--- src/sv/sst_pkg.sv ---
// ---------------------------------------------------------------------------
// sst_pkg
// Shared types and constants of the stage sequence timer.
// ---------------------------------------------------------------------------
package sst_pkg;

  // stage table size and fixed field widths
  localparam int unsigned STAGE_COUNT = 18;
  localparam int unsigned STAGE_W     = 5;
  localparam int unsigned TIME_W      = 16;
  localparam int unsigned ELAPSED_W   = 17;
  localparam int unsigned PROG_W      = 17;
  localparam int unsigned QUO_W       = 16;
  localparam int unsigned DIV_CNT_W   = $clog2(QUO_W);
  localparam int unsigned CFG_ADDR_W  = 2;

  localparam logic [STAGE_W-1:0]   STAGE_LAST = STAGE_W'(STAGE_COUNT - 1);
  localparam logic [TIME_W-1:0]    PERIOD_MIN = 16'd250;
  localparam logic [TIME_W-1:0]    PERIOD_MAX = 16'd60000;
  localparam logic [TIME_W-1:0]    PERIOD_RST = 16'd3000;
  localparam logic [TIME_W-1:0]    DELTA_CAP  = 16'd60000;
  localparam logic [PROG_W-1:0]    Q16_ONE    = 17'h10000;
  localparam logic [DIV_CNT_W-1:0] DIV_LAST   = DIV_CNT_W'(QUO_W - 1);

  // operation codes
  localparam logic [2:0] OP_TICK    = 3'd0;
  localparam logic [2:0] OP_NEXT    = 3'd1;
  localparam logic [2:0] OP_PREV    = 3'd2;
  localparam logic [2:0] OP_TOGGLE  = 3'd3;
  localparam logic [2:0] OP_RESTART = 3'd4;

  // configuration register indexes
  localparam logic [CFG_ADDR_W-1:0] CFG_ENABLE = 2'd0;
  localparam logic [CFG_ADDR_W-1:0] CFG_PERIOD = 2'd1;
  localparam logic [CFG_ADDR_W-1:0] CFG_WRAP   = 2'd2;
  localparam logic [CFG_ADDR_W-1:0] CFG_BPAUSE = 2'd3;

  typedef struct packed {
    logic [2:0]        op;
    logic [TIME_W-1:0] delta_ms;
  } sst_in_t;

  typedef struct packed {
    logic               changed;
    logic [STAGE_W-1:0] stage_now;
    logic               is_paused;
    logic               is_done;
    logic [TIME_W-1:0]  remaining_ms;
    logic [PROG_W-1:0]  progress_q16;
  } sst_out_t;

  // controller to datapath
  typedef struct packed {
    logic apply;
    logic sub_step;
    logic div_start;
    logic div_step;
    logic load_out;
  } sst_cmd_t;

  // datapath to controller
  typedef struct packed {
    logic sub_more;
    logic div_last;
  } sst_sts_t;

endpackage

--- src/sv/sst_datapath.sv ---
// ---------------------------------------------------------------------------
// sst_datapath
// Config registers, sequencer state, period subtractor, restoring Q16
// divider and the result register.
// ---------------------------------------------------------------------------
module sst_datapath import sst_pkg::*; (
  input  logic                  clk_i,
  input  logic                  rst_ni,
  input  logic                  cfg_we_i,
  input  logic [CFG_ADDR_W-1:0] cfg_addr_i,
  input  logic [TIME_W-1:0]     cfg_wdata_i,
  input  sst_in_t               in_data_i,
  input  sst_cmd_t              cmd_i,
  output sst_sts_t              sts_o,
  output sst_out_t              out_data_o
);

  logic                 enable_q, enable_d;
  logic [TIME_W-1:0]    cfg_period_q, cfg_period_d;
  logic                 wrap_q, wrap_d;
  logic                 bpause_q, bpause_d;

  logic [STAGE_W-1:0]   stage_q, stage_d;
  logic [ELAPSED_W-1:0] elapsed_q, elapsed_d;
  logic                 paused_q, paused_d;
  logic                 done_q, done_d;
  logic                 changed_q, changed_d;
  logic                 tick_run_q, tick_run_d;

  logic [TIME_W-1:0]    rem_q, rem_d;
  logic [QUO_W-1:0]     quo_q, quo_d;
  logic [DIV_CNT_W-1:0] cnt_q, cnt_d;

  sst_out_t             out_q, out_d;

  logic [TIME_W-1:0]    period;
  logic [ELAPSED_W-1:0] period_x;
  logic [TIME_W-1:0]    delta_cap;
  logic [ELAPSED_W:0]   tick_sum;
  logic                 elapsed_ge;
  logic [ELAPSED_W-1:0] rem_shift;
  logic                 rem_ge;

  // period saturated to its legal range
  always_comb begin
    if (cfg_period_q < PERIOD_MIN) begin
      period = PERIOD_MIN;
    end else if (cfg_period_q > PERIOD_MAX) begin
      period = PERIOD_MAX;
    end else begin
      period = cfg_period_q;
    end
  end

  assign period_x   = {1'b0, period};
  assign delta_cap  = (in_data_i.delta_ms > DELTA_CAP) ? DELTA_CAP : in_data_i.delta_ms;
  assign tick_sum   = {1'b0, elapsed_q} + {2'b00, delta_cap};
  assign elapsed_ge = (elapsed_q >= period_x);
  assign rem_shift  = {rem_q, 1'b0};
  assign rem_ge     = (rem_shift >= period_x);

  assign sts_o.sub_more = tick_run_q && !done_q && elapsed_ge;
  assign sts_o.div_last = (cnt_q == DIV_LAST);

  // config writes
  always_comb begin
    enable_d     = enable_q;
    cfg_period_d = cfg_period_q;
    wrap_d       = wrap_q;
    bpause_d     = bpause_q;
    if (cfg_we_i) begin
      unique case (cfg_addr_i)
        CFG_ENABLE: enable_d     = cfg_wdata_i[0];
        CFG_PERIOD: cfg_period_d = cfg_wdata_i;
        CFG_WRAP:   wrap_d       = cfg_wdata_i[0];
        CFG_BPAUSE: bpause_d     = cfg_wdata_i[0];
      endcase
    end
  end

  // sequencer state: operation, then one period subtraction per step
  always_comb begin
    stage_d    = stage_q;
    elapsed_d  = elapsed_q;
    paused_d   = paused_q;
    done_d     = done_q;
    changed_d  = changed_q;
    tick_run_d = tick_run_q;
    if (cmd_i.apply) begin
      changed_d  = 1'b0;
      tick_run_d = 1'b0;
      unique case (in_data_i.op)
        OP_TICK: begin
          if (enable_q && !paused_q && !done_q && (in_data_i.delta_ms != '0)) begin
            elapsed_d  = tick_sum[ELAPSED_W-1:0];
            tick_run_d = 1'b1;
          end
        end
        OP_NEXT: begin
          if (enable_q && (stage_q < STAGE_LAST)) begin
            stage_d   = stage_q + 1'b1;
            elapsed_d = '0;
            done_d    = 1'b0;
            changed_d = 1'b1;
          end
        end
        OP_PREV: begin
          if (enable_q && (stage_q != '0)) begin
            stage_d   = stage_q - 1'b1;
            elapsed_d = '0;
            done_d    = 1'b0;
            changed_d = 1'b1;
          end
        end
        OP_TOGGLE: begin
          if (enable_q) begin
            paused_d = !paused_q;
          end
        end
        OP_RESTART: begin
          stage_d   = '0;
          elapsed_d = '0;
          done_d    = 1'b0;
          paused_d  = enable_q && bpause_q;
        end
        default: ;
      endcase
    end else if (cmd_i.sub_step) begin
      if (stage_q < STAGE_LAST) begin
        stage_d   = stage_q + 1'b1;
        elapsed_d = elapsed_q - period_x;
        changed_d = 1'b1;
      end else if (wrap_q) begin
        stage_d   = '0;
        elapsed_d = elapsed_q - period_x;
        changed_d = 1'b1;
      end else begin
        // last stage without wrap: complete and drop leftover time
        elapsed_d = period_x;
        done_d    = 1'b1;
      end
    end
  end

  // restoring divider, one quotient bit per cycle
  always_comb begin
    rem_d = rem_q;
    quo_d = quo_q;
    cnt_d = cnt_q;
    if (cmd_i.div_start) begin
      rem_d = elapsed_q[TIME_W-1:0];
      quo_d = '0;
      cnt_d = '0;
    end else if (cmd_i.div_step) begin
      if (rem_ge) begin
        rem_d = TIME_W'(rem_shift - period_x);
      end else begin
        rem_d = rem_shift[TIME_W-1:0];
      end
      quo_d = {quo_q[QUO_W-2:0], rem_ge};
      cnt_d = cnt_q + 1'b1;
    end
  end

  // result register
  always_comb begin
    out_d = out_q;
    if (cmd_i.load_out) begin
      out_d.changed   = changed_q;
      out_d.stage_now = stage_q;
      out_d.is_paused = paused_q;
      out_d.is_done   = done_q;
      if (done_q || elapsed_ge) begin
        out_d.remaining_ms = '0;
        out_d.progress_q16 = Q16_ONE;
      end else begin
        out_d.remaining_ms = TIME_W'(period_x - elapsed_q);
        out_d.progress_q16 = {1'b0, quo_q};
      end
    end
  end

  // control and config state
  always_ff @(posedge clk_i or negedge rst_ni) begin
    if (!rst_ni) begin
      enable_q     <= 1'b0;
      cfg_period_q <= PERIOD_RST;
      wrap_q       <= 1'b0;
      bpause_q     <= 1'b0;
      stage_q      <= '0;
      elapsed_q    <= '0;
      paused_q     <= 1'b0;
      done_q       <= 1'b0;
      changed_q    <= 1'b0;
      tick_run_q   <= 1'b0;
      cnt_q        <= '0;
    end else begin
      enable_q     <= enable_d;
      cfg_period_q <= cfg_period_d;
      wrap_q       <= wrap_d;
      bpause_q     <= bpause_d;
      stage_q      <= stage_d;
      elapsed_q    <= elapsed_d;
      paused_q     <= paused_d;
      done_q       <= done_d;
      changed_q    <= changed_d;
      tick_run_q   <= tick_run_d;
      cnt_q        <= cnt_d;
    end
  end

  // payload registers
  always_ff @(posedge clk_i) begin
    rem_q <= rem_d;
    quo_q <= quo_d;
    out_q <= out_d;
  end

  assign out_data_o = out_q;

endmodule

--- src/sv/sst_ctrl.sv ---
// ---------------------------------------------------------------------------
// sst_ctrl
// Sequencing state machine: accept, period subtraction loop, divide,
// result transfer.
// ---------------------------------------------------------------------------
module sst_ctrl import sst_pkg::*; (
  input  logic     clk_i,
  input  logic     rst_ni,
  input  logic     in_valid_i,
  output logic     in_stall_o,
  output logic     out_valid_o,
  input  logic     out_stall_i,
  output sst_cmd_t cmd_o,
  input  sst_sts_t sts_i
);

  typedef enum logic [3:0] {
    ST_IDLE = 4'b0001,
    ST_SUB  = 4'b0010,
    ST_DIV  = 4'b0100,
    ST_OUT  = 4'b1000
  } state_e;

  state_e state_q, state_d;
  logic   out_valid_q, out_valid_d;
  logic   out_free;

  // result register can take a new value this cycle
  assign out_free = !out_valid_q || !out_stall_i;

  always_comb begin
    state_d     = state_q;
    out_valid_d = out_valid_q && out_stall_i;
    cmd_o       = '0;
    unique case (state_q)
      ST_IDLE: begin
        if (in_valid_i) begin
          cmd_o.apply = 1'b1;
          state_d     = ST_SUB;
        end
      end
      ST_SUB: begin
        if (sts_i.sub_more) begin
          cmd_o.sub_step = 1'b1;
        end else begin
          cmd_o.div_start = 1'b1;
          state_d         = ST_DIV;
        end
      end
      ST_DIV: begin
        cmd_o.div_step = 1'b1;
        if (sts_i.div_last) begin
          state_d = ST_OUT;
        end
      end
      ST_OUT: begin
        if (out_free) begin
          cmd_o.load_out = 1'b1;
          out_valid_d    = 1'b1;
          state_d        = ST_IDLE;
        end
      end
      default: state_d = ST_IDLE;
    endcase
  end

  always_ff @(posedge clk_i or negedge rst_ni) begin
    if (!rst_ni) begin
      state_q     <= ST_IDLE;
      out_valid_q <= 1'b0;
    end else begin
      state_q     <= state_d;
      out_valid_q <= out_valid_d;
    end
  end

  assign in_stall_o  = (state_q != ST_IDLE);
  assign out_valid_o = out_valid_q;

endmodule

--- src/sv/stage_sequence_timer_core.sv ---
// ---------------------------------------------------------------------------
// stage_sequence_timer_core
// Timed stage sequencer with millisecond ticks and Q16 progress.
// ---------------------------------------------------------------------------
// Usage:
//   Input channel (in_valid_i / in_stall_o / in_data_i) carries one op and
//   a delta in ms; output channel (out_valid_o / out_stall_i / out_data_o)
//   returns exactly one result per input transfer.
//   Config is a plain write port (cfg_we_i, cfg_addr_i, cfg_wdata_i); the user
//   writes it only while the block is idle, which the block does not enforce.
// Timing:
//   An item is applied, then runs the period subtraction loop once for each
//   whole period the tick consumes (never for other ops, at most 479 times),
//   then the Q16 divider, and its result is loaded into the output register.
//   The loop runs one subtraction per cycle and the Q16 divider resolves one
//   quotient bit per cycle (16 bits). One item is in work at a time.
// Reset:
//   Clears stage, elapsed time and flags, loads the config defaults
//   (disabled, 3000 ms period) and empties the output register.
// Stall:
//   A result held by out_stall_i stays put; the next item is still taken
//   and worked on, then waits in the output stage until the register frees.
// ---------------------------------------------------------------------------
module stage_sequence_timer_core import sst_pkg::*; (
  input  logic                  clk_i,
  input  logic                  rst_ni,
  input  logic                  cfg_we_i,
  input  logic [CFG_ADDR_W-1:0] cfg_addr_i,
  input  logic [TIME_W-1:0]     cfg_wdata_i,
  input  logic                  in_valid_i,
  output logic                  in_stall_o,
  input  sst_in_t               in_data_i,
  output logic                  out_valid_o,
  input  logic                  out_stall_i,
  output sst_out_t              out_data_o
);

  sst_cmd_t cmd;
  sst_sts_t sts;

  // controller
  sst_ctrl u_ctrl (
    .clk_i       (clk_i),
    .rst_ni      (rst_ni),
    .in_valid_i  (in_valid_i),
    .in_stall_o  (in_stall_o),
    .out_valid_o (out_valid_o),
    .out_stall_i (out_stall_i),
    .cmd_o       (cmd),
    .sts_i       (sts)
  );

  // datapath
  sst_datapath u_datapath (
    .clk_i       (clk_i),
    .rst_ni      (rst_ni),
    .cfg_we_i    (cfg_we_i),
    .cfg_addr_i  (cfg_addr_i),
    .cfg_wdata_i (cfg_wdata_i),
    .in_data_i   (in_data_i),
    .cmd_i       (cmd),
    .sts_o       (sts),
    .out_data_o  (out_data_o)
  );

endmodule

--- config.mk ---
export PLATFORM = sky130hd
export DESIGN_NAME = stage_sequence_timer_core
export DESIGN_NICKNAME = d
export VERILOG_FILES = /design/src/sv/sst_pkg.sv /design/src/sv/sst_datapath.sv /design/src/sv/sst_ctrl.sv /design/src/sv/stage_sequence_timer_core.sv
export SDC_FILE = /design/constraint.sdc
export NUM_CORES = 1
export LEC_CHECK = 0
export BUFFER_PORTS_ARGS = -buffer_cell sky130_fd_sc_hd__buf_2
export CORE_AREA = 4 4 105 156
export CTS_CLUSTER_DIAMETER = 120
export DETAILED_ROUTE_END_ITERATION = 16
export DIE_AREA = 0 0 109 160
export PLACE_DENSITY = 0.8
export SYNTH_ARGS = -nofsm -noshare
export SYNTH_HDL_FRONTEND = slang
export SYNTH_SLANG_ARGS = --single-unit
--- constraint.sdc ---
create_clock -name clk_i -period 6 [get_ports clk_i]
set_input_delay 0.6 -clock clk_i [delete_from_list [all_inputs] [get_ports clk_i]]
set_output_delay 0.6 -clock clk_i [all_outputs]
set_load 0.01 [all_outputs]
[Yosys cells after proc, flatten, opt, wreduce, memory -nomap -nowiden]
Index checks and enable logic that the tools add are counted.
Storage, ports and cells
  register bits: 127
  input bits: 42
  output and inout bits: 43
  word-level logic and storage cells: 150
Cells by class
  $add $sub $neg: 7
  $lt $le $gt $ge: 6
  equality and inequality tests: 25
  mux-type cells: 57
  reduce and logical (&&, ||, !) cells: 33
Operators with widths (count)
  17-bit two-way mux: 8
  16-bit two-way mux: 6
  17-bit case mux with 4 select lines: 1
  17-bit by 16-bit greater-or-equal comparator with 1-bit output: 2
  16-bit > comparator, second input constant: 2
  16-bit subtractor: 2
  5-bit two-way mux: 6
  1-bit two-way mux: 24
  4-bit two-way mux: 6
  17-bit by 16-bit adder with 17-bit output: 1
  17-bit by 16-bit subtractor with 17-bit output: 1
  16-bit by 8-bit less-than comparator with 1-bit output, second input constant: 1
  4-bit case mux with 4 select lines: 1
  16-bit nonzero test: 1
  5-bit case mux with 3 select lines: 1
  2-bit inequality test, second input constant: 5
  2-bit AND reduction: 5
  5-bit AND reduction: 2
  1-bit logical AND: 9
  3-bit by 2-bit inequality test with 1-bit output, second input constant: 3
  4-bit == test, second input constant: 2
  4-bit by 1-bit inequality test with 1-bit output, second input constant: 2
  3-bit by 2-bit == test with 1-bit output, second input constant: 2
  6-bit AND reduction: 1
  other kinds (25): 34

[Logic depth before layout (Yosys ltp)]
  depth in word-level cells: 9
  mapped depth: 18
  mapped depth without buffers: 18

[Cells and area by module]
Synthesis repeated with hierarchy kept, for this count alone.
Second synthesis, totals
  cells, all modules: 946
  area, all modules: 8846.0 µm²
Modules (own cells, without submodules)
  sst_datapath: times used 1, cells an instance 918, area each 8568.2 µm²
  sst_ctrl: times used 1, cells an instance 28, area each 277.8 µm²

[Worst setup path before layout]
Ideal clock, no wire load.
  path type: register to register
  from: register u_datapath.cfg_period_q[9]
  to: register u_datapath.rem_q[0] (enable)
  arrival: 4.296 ns
  required time: 5.628 ns
  slack: 1.332 ns
  stages on the path, launching flop included: 16
  path buffers: 2
  cell sequence: dfstp_2 nor4bb_1 a221o_1 nand3_1 a21oi_1 inv_1 ha_1 nor2b_1 o21ai_0 a21oi_1 o311a_1 o21a_1 a221o_1 clkbuf_1 buf_1 nand2_1
On the way
  longest elaborated chain between the ends: 8
Ends and longest elaborated chain
  start, declared: line sst_datapath.sv:19  | logic [TIME_W-1:0] cfg_period_q, cfg_period_d;
  start signal, assigned: line sst_datapath.sv:199  | cfg_period_q <= cfg_period_d;
  16-bit > comparator: line sst_datapath.sv:48  | end else if (cfg_period_q > PERIOD_MAX) begin
  16-bit two-way mux: line sst_datapath.sv:48
  16-bit two-way mux (*): line sst_datapath.sv:46  | if (cfg_period_q < PERIOD_MIN) begin
  17-bit by 16-bit greater-or-equal comparator with 1-bit output (*): line sst_datapath.sv:58  | assign elapsed_ge = (elapsed_q >= period_x);
  1-bit logical AND (*): line sst_datapath.sv:62  | assign sts_o.sub_more = tick_run_q && !done_q && elapsed_ge;
  1-bit two-way mux (*): line sst_ctrl.sv:43  | if (sts_i.sub_more) begin
  2-bit two-way mux (*): line sst_ctrl.sv:35  | unique case (state_q)
  2-bit nonzero test (no source line) (*)
  end signal, assigned: line sst_datapath.sv:214  | rem_q <= rem_d;
  end, declared: line sst_datapath.sv:30  | logic [TIME_W-1:0] rem_q, rem_d;
Every way passes the cells marked *; elsewhere a longest branch is shown, timed or not.
A chain may end at the register's enable or synchronous reset.

[Worst setup path in the final report]
  from: register u_datapath.cfg_period_q[9]
  to: register u_datapath.out_q, in the netlist u_datapath.out_data_o[27] (data pin)
On the way
  longest elaborated chain between the ends: 5
Ends and longest elaborated chain
  16-bit > comparator: line sst_datapath.sv:48
  16-bit two-way mux: line sst_datapath.sv:48
  16-bit two-way mux (*): line sst_datapath.sv:46
  17-bit by 16-bit greater-or-equal comparator with 1-bit output: line sst_datapath.sv:58
  1-bit logical OR: line sst_datapath.sv:173  | if (done_q || elapsed_ge) begin
  end signal, assigned: line sst_datapath.sv:216  | out_q <= out_d;
  end, declared: line sst_datapath.sv:34  | sst_out_t out_q, out_d;
Marked as above.

==> metrics.md <==
| Metric | Value |
|---|---|
| Hold_ws | `0.2913 ns` |
| CP required | `6.20 ns` |
| Placed inst area | `0.009548 mm2` |
| Fin cells | `1297` |
| Sw Pwr | `2.431 mW` |
| CTS Buf Count | `17` |
| First-pass GRT wire length | `38950 um` |
| Initial drt markers | `485` |
| Placer Congestion | `0.9682` |
| Sequential share of power | `0.260` |
| Final worst setup slack | `0.6375 ns` |
| Proportion of synthesized chip area in sequential cells | `0.3779` |
| DP HPWL | `18460 um` |
| H-Tree Depth | `4` |
| Fill count | `1240` |
| Min-delay worst type | `input port to asynchronous set/reset pin` |
| Sw Ratio | `0.4457` |
| Most used cell along the critical path | `a21oi_1` |
| Max_cap viols | `0` |
| Commonest non-fill, non-tap cell in the layout | `nand2_1` |
| Initial antenna violation count | `0` |
| PostCTS Resize Cnt | `0` |
| Post-synth ARST share | `0.4252` |
| CORE AREA | `0.01507 mm2` |
| Combinational Power Share | `0.551` |
| Crit path launch type | `flop` |
| Clock power share | `0.189` |
| Synth area leaders | `edfxtp_1 19%, dfrtp_1 13%, ha_1 9.3%, nand2_1 4.6%, a21oi_1 4.2%` |
| Critical path class | `flop to flop` |
| Utilization after layout | `0.6724` |
| Drt pass-1 iters | `5` |
| Max stage delay cell, worst path | `a211oi_4` |
| Pwr Total | `5.455 mW` |
| Area growth syn-to-layout | `12.85%` |
| Hold_buf cts | `0` |
| Number of synthesized register bits | `127` |
| Reg clk slew, reported paths | `0.06 ns` |
| CTS Root Cell | `clkbuf_16` |
| Synth Area per Inst | `8.847 um2` |
| Fin area | `0.01013 mm2` |
| PD cells | `538.3 mW/mm2` |
| DRT antenna net count | `0` |
| Synth top area share | `0.1906` |
| DRC Markers | `0` |
| Deepest clock path buffer count | `2` |
| Grt ovf | `0` |
| Leakage | `4.566 nW` |
| Clk Latency, worst-skew pair | `0.42 ns` |
| Number of diodes | `0` |
| Syn nets | `1128` |
| Relative slew slack | `0.3658` |
| RSZ-0062 raised after global routing | `false` |
| Site Rows | `55` |
| Total wire length | `24070 um` |
| Vias | `7980` |
| Initial core utilization | `0.5958` |
| Cell-internal power | `3.023 mW` |
| Fin nets | `1198` |
| EDFF count, synth | `57` |
| # port buffers | `84` |
| Number of global-route vias before repair | `7884` |
| Fmax | `186.5 MHz` |
| GRT Overall Usage | `0.2855` |
| CP endpoint kind | `flop` |
| Area occupied by multi-input gates | `0.005186 mm2` |
| # setup viols final | `0` |
| DIE AREA | `0.01744 mm2` |
| Crit-path max FO | `17` |
| Peak supply drop | `0.2473 mV` |
| Vert. Die Dim | `160 um` |
| Critical path's largest stage delay | `0.58 ns` |
| Clk sinks | `127` |
| Most used DFF post-synth | `edfxtp_1` |
| Die width | `109 um` |
| IO Pins | `85` |
| Area leader, netlist | `edfxtp_1` |
| CP arrival | `5.56 ns` |
| Slew Viols, Final | `0` |
| Final worst path period share | `0.8938` |
| Inst Count DP | `1265` |
| Final setup skew | `0.01012 ns` |
| DR vias/cell | `6.153` |
| Critical-path cell list | `nor4bb_1 -> a221o_1 -> nand3_1 -> a21oi_1 -> inv_1 -> ha_1 -> nor2b_1 -> o21ai_0 -> a21oi_1 -> o311a_1 -> o21a_1 -> a31o_4 -> a211oi_4 -> inv_4 -> nor3_1` |
| Cell area after synthesis | `0.008980 mm2` |
| Post-CTS setup buffers | `0` |
| Total negative setup slack | `0 ns` |
| Post-Place Setup Slack | `0.9403 ns` |
| Most frequent cells in the layout | `110 x nand2_1, 96 x nor2_1, 84 x buf_2` |
| Synth cell types | `73` |
| Cells after Synth | `1015` |
| Share of cells above drive strength 1 | `0.1566` |
| Largest net degree at the start of global routing | `55` |
| Sequential cell area | `0.003393 mm2` |
| Clock tree from TritonCTS | `yes` |
| Ys Warns | `0` |
| Outcome | `finished, final reports clean` |
| Final Hold Viols | `0` |
| Drt wl/cell | `18.56 um` |
| Worst-margin pin slew | `0.9477 ns` |
| Final Critical Period | `5.363 ns` |
[registers in the layout, indices dropped and copies added (netlist names), 4 cells and up]
| register | cells |
|---|---|
| u_datapath.elapsed_q | 17 |
| u_datapath.stage_q | 5 |
| u_datapath.rem_q | 16 |
| u_datapath.cfg_period_q | 16 |
| u_datapath.cnt_q | 4 |
| u_ctrl.state_q | 4 |
| u_datapath.out_data_o | 41 |
| u_datapath.quo_q | 16 |
[power by group through the flow]
stage	Sequential (mW)	Clock, mW	Combinational [mW]
after global routing	1.43	1.08	3.33
after floorplan	1.32	0	2.34
after detailed placement	1.42	0	2.92
final	1.42	1.03	3.01
after global placement	1.43	0	2.86
after CTS	1.41	1.04	2.96
[routing by layer]
| layer | vias up | global-route usage | part of all wire | wire length (um) |
|---|---|---|---|---|
| met5 | - | 0 | 0 | 0 |
| met4 | 0 | 0.1781 | 0.067 | 1614 |
| met3 | 97 | 0.04569 | 0.057 | 1369 |
| met2 | 336 | 0.4776 | 0.49 | 11810 |
| met1 | 3759 | 0.3353 | 0.39 | 9278 |
| li1 | 3788 | - | - | - |
[final timing paths]
check / cells after the start / slack [ns] / from / end
hold reg to reg: 2 / 0.45 / u_datapath.quo_q[9]$_SDFFE_PP0P_ / u_datapath.quo_q[10]$_SDFFE_PP0P_
setup / recovery: 15 / 0.64 / u_datapath.cfg_period_q[9]$_DFFE_PN1P_ / u_datapath.out_data_o[27]$_SDFFCE_PP0P_
min in group clk_i: 2 / 0.41 / cfg_wdata_i[10] / u_datapath.cfg_period_q[10]$_DFFE_PN0P_
hold / removal: 2 / 0.29 / rst_ni / u_datapath.cfg_period_q[6]$_DFFE_PN0P_
max in group asynchronous: 2 / 5.19 / rst_ni / u_datapath.changed_q$_DFFE_PN0P_
setup reg to reg: 15 / 0.64 / u_datapath.cfg_period_q[9]$_DFFE_PN1P_ / u_datapath.out_data_o[27]$_SDFFCE_PP0P_
[cell type report]
type / instances / share of cell area
multi-input cells: 786 / 0.5118
flip-flops and latches: 127 / 0.3349
well taps: 199 / 0.02457
inverters: 59 / 0.02210
clock inverters: 15 / 0.01580
repair buffers: 94 / 0.04889
clock buffers: 17 / 0.04198
[synth_stat cells, types with 5 or more instances]
library cell and instances:
or3_1 11, a32oi_1 5, buf_2 5, edfxtp_1 57, o211ai_1 5, dfrtp_1 46
o21a_1 14, nor3b_1 7, nor3_1 33, and3_1 8, dfxtp_1 16, a21boi_0 5
nand2_1 110, a221oi_1 9, or2_2 12, xnor2_1 28, a21o_1 20, nor4_1 6
nand3_1 36, a211o_1 6, o31ai_1 7, a31oi_1 18, xor2_1 14, nor2_1 96
mux2_2 20, o22ai_1 6, and2_1 22, mux2i_1 13, nor2b_1 19, inv_1 58
nand4_1 8, o21ai_0 42, a21oi_1 75, ha_1 67, nand2b_1 11, clkbuf_1 33
dfstp_2 8
[critical path, delay by kind of cell, from the launching register on]
kind	cells	cell delay (ns)
AOI/OAI and AO/OA	8	2.71
adders and majority gates	1	0.36
buffers and inverters	2	0.40
DFF	1	0.55
and+or+nand+nor	4	1.10
[logic make-up (layout without fill, tap and decap cells)]
family / after synthesis / after routing / synth area share
and+or+nand+nor: 393 / 393 / 0.2129
adders and majority gates: 71 / 71 / 0.1023
xor gates and xnor gates: 42 / 42 / 0.04096
DFF: 127 / 127 / 0.3779
AOI/OAI and AO/OA: 247 / 247 / 0.1806
muxes: 33 / 33 / 0.03957
buffers and inverters: 102 / 185 / 0.04584
(Power assumes the default switching activity.)
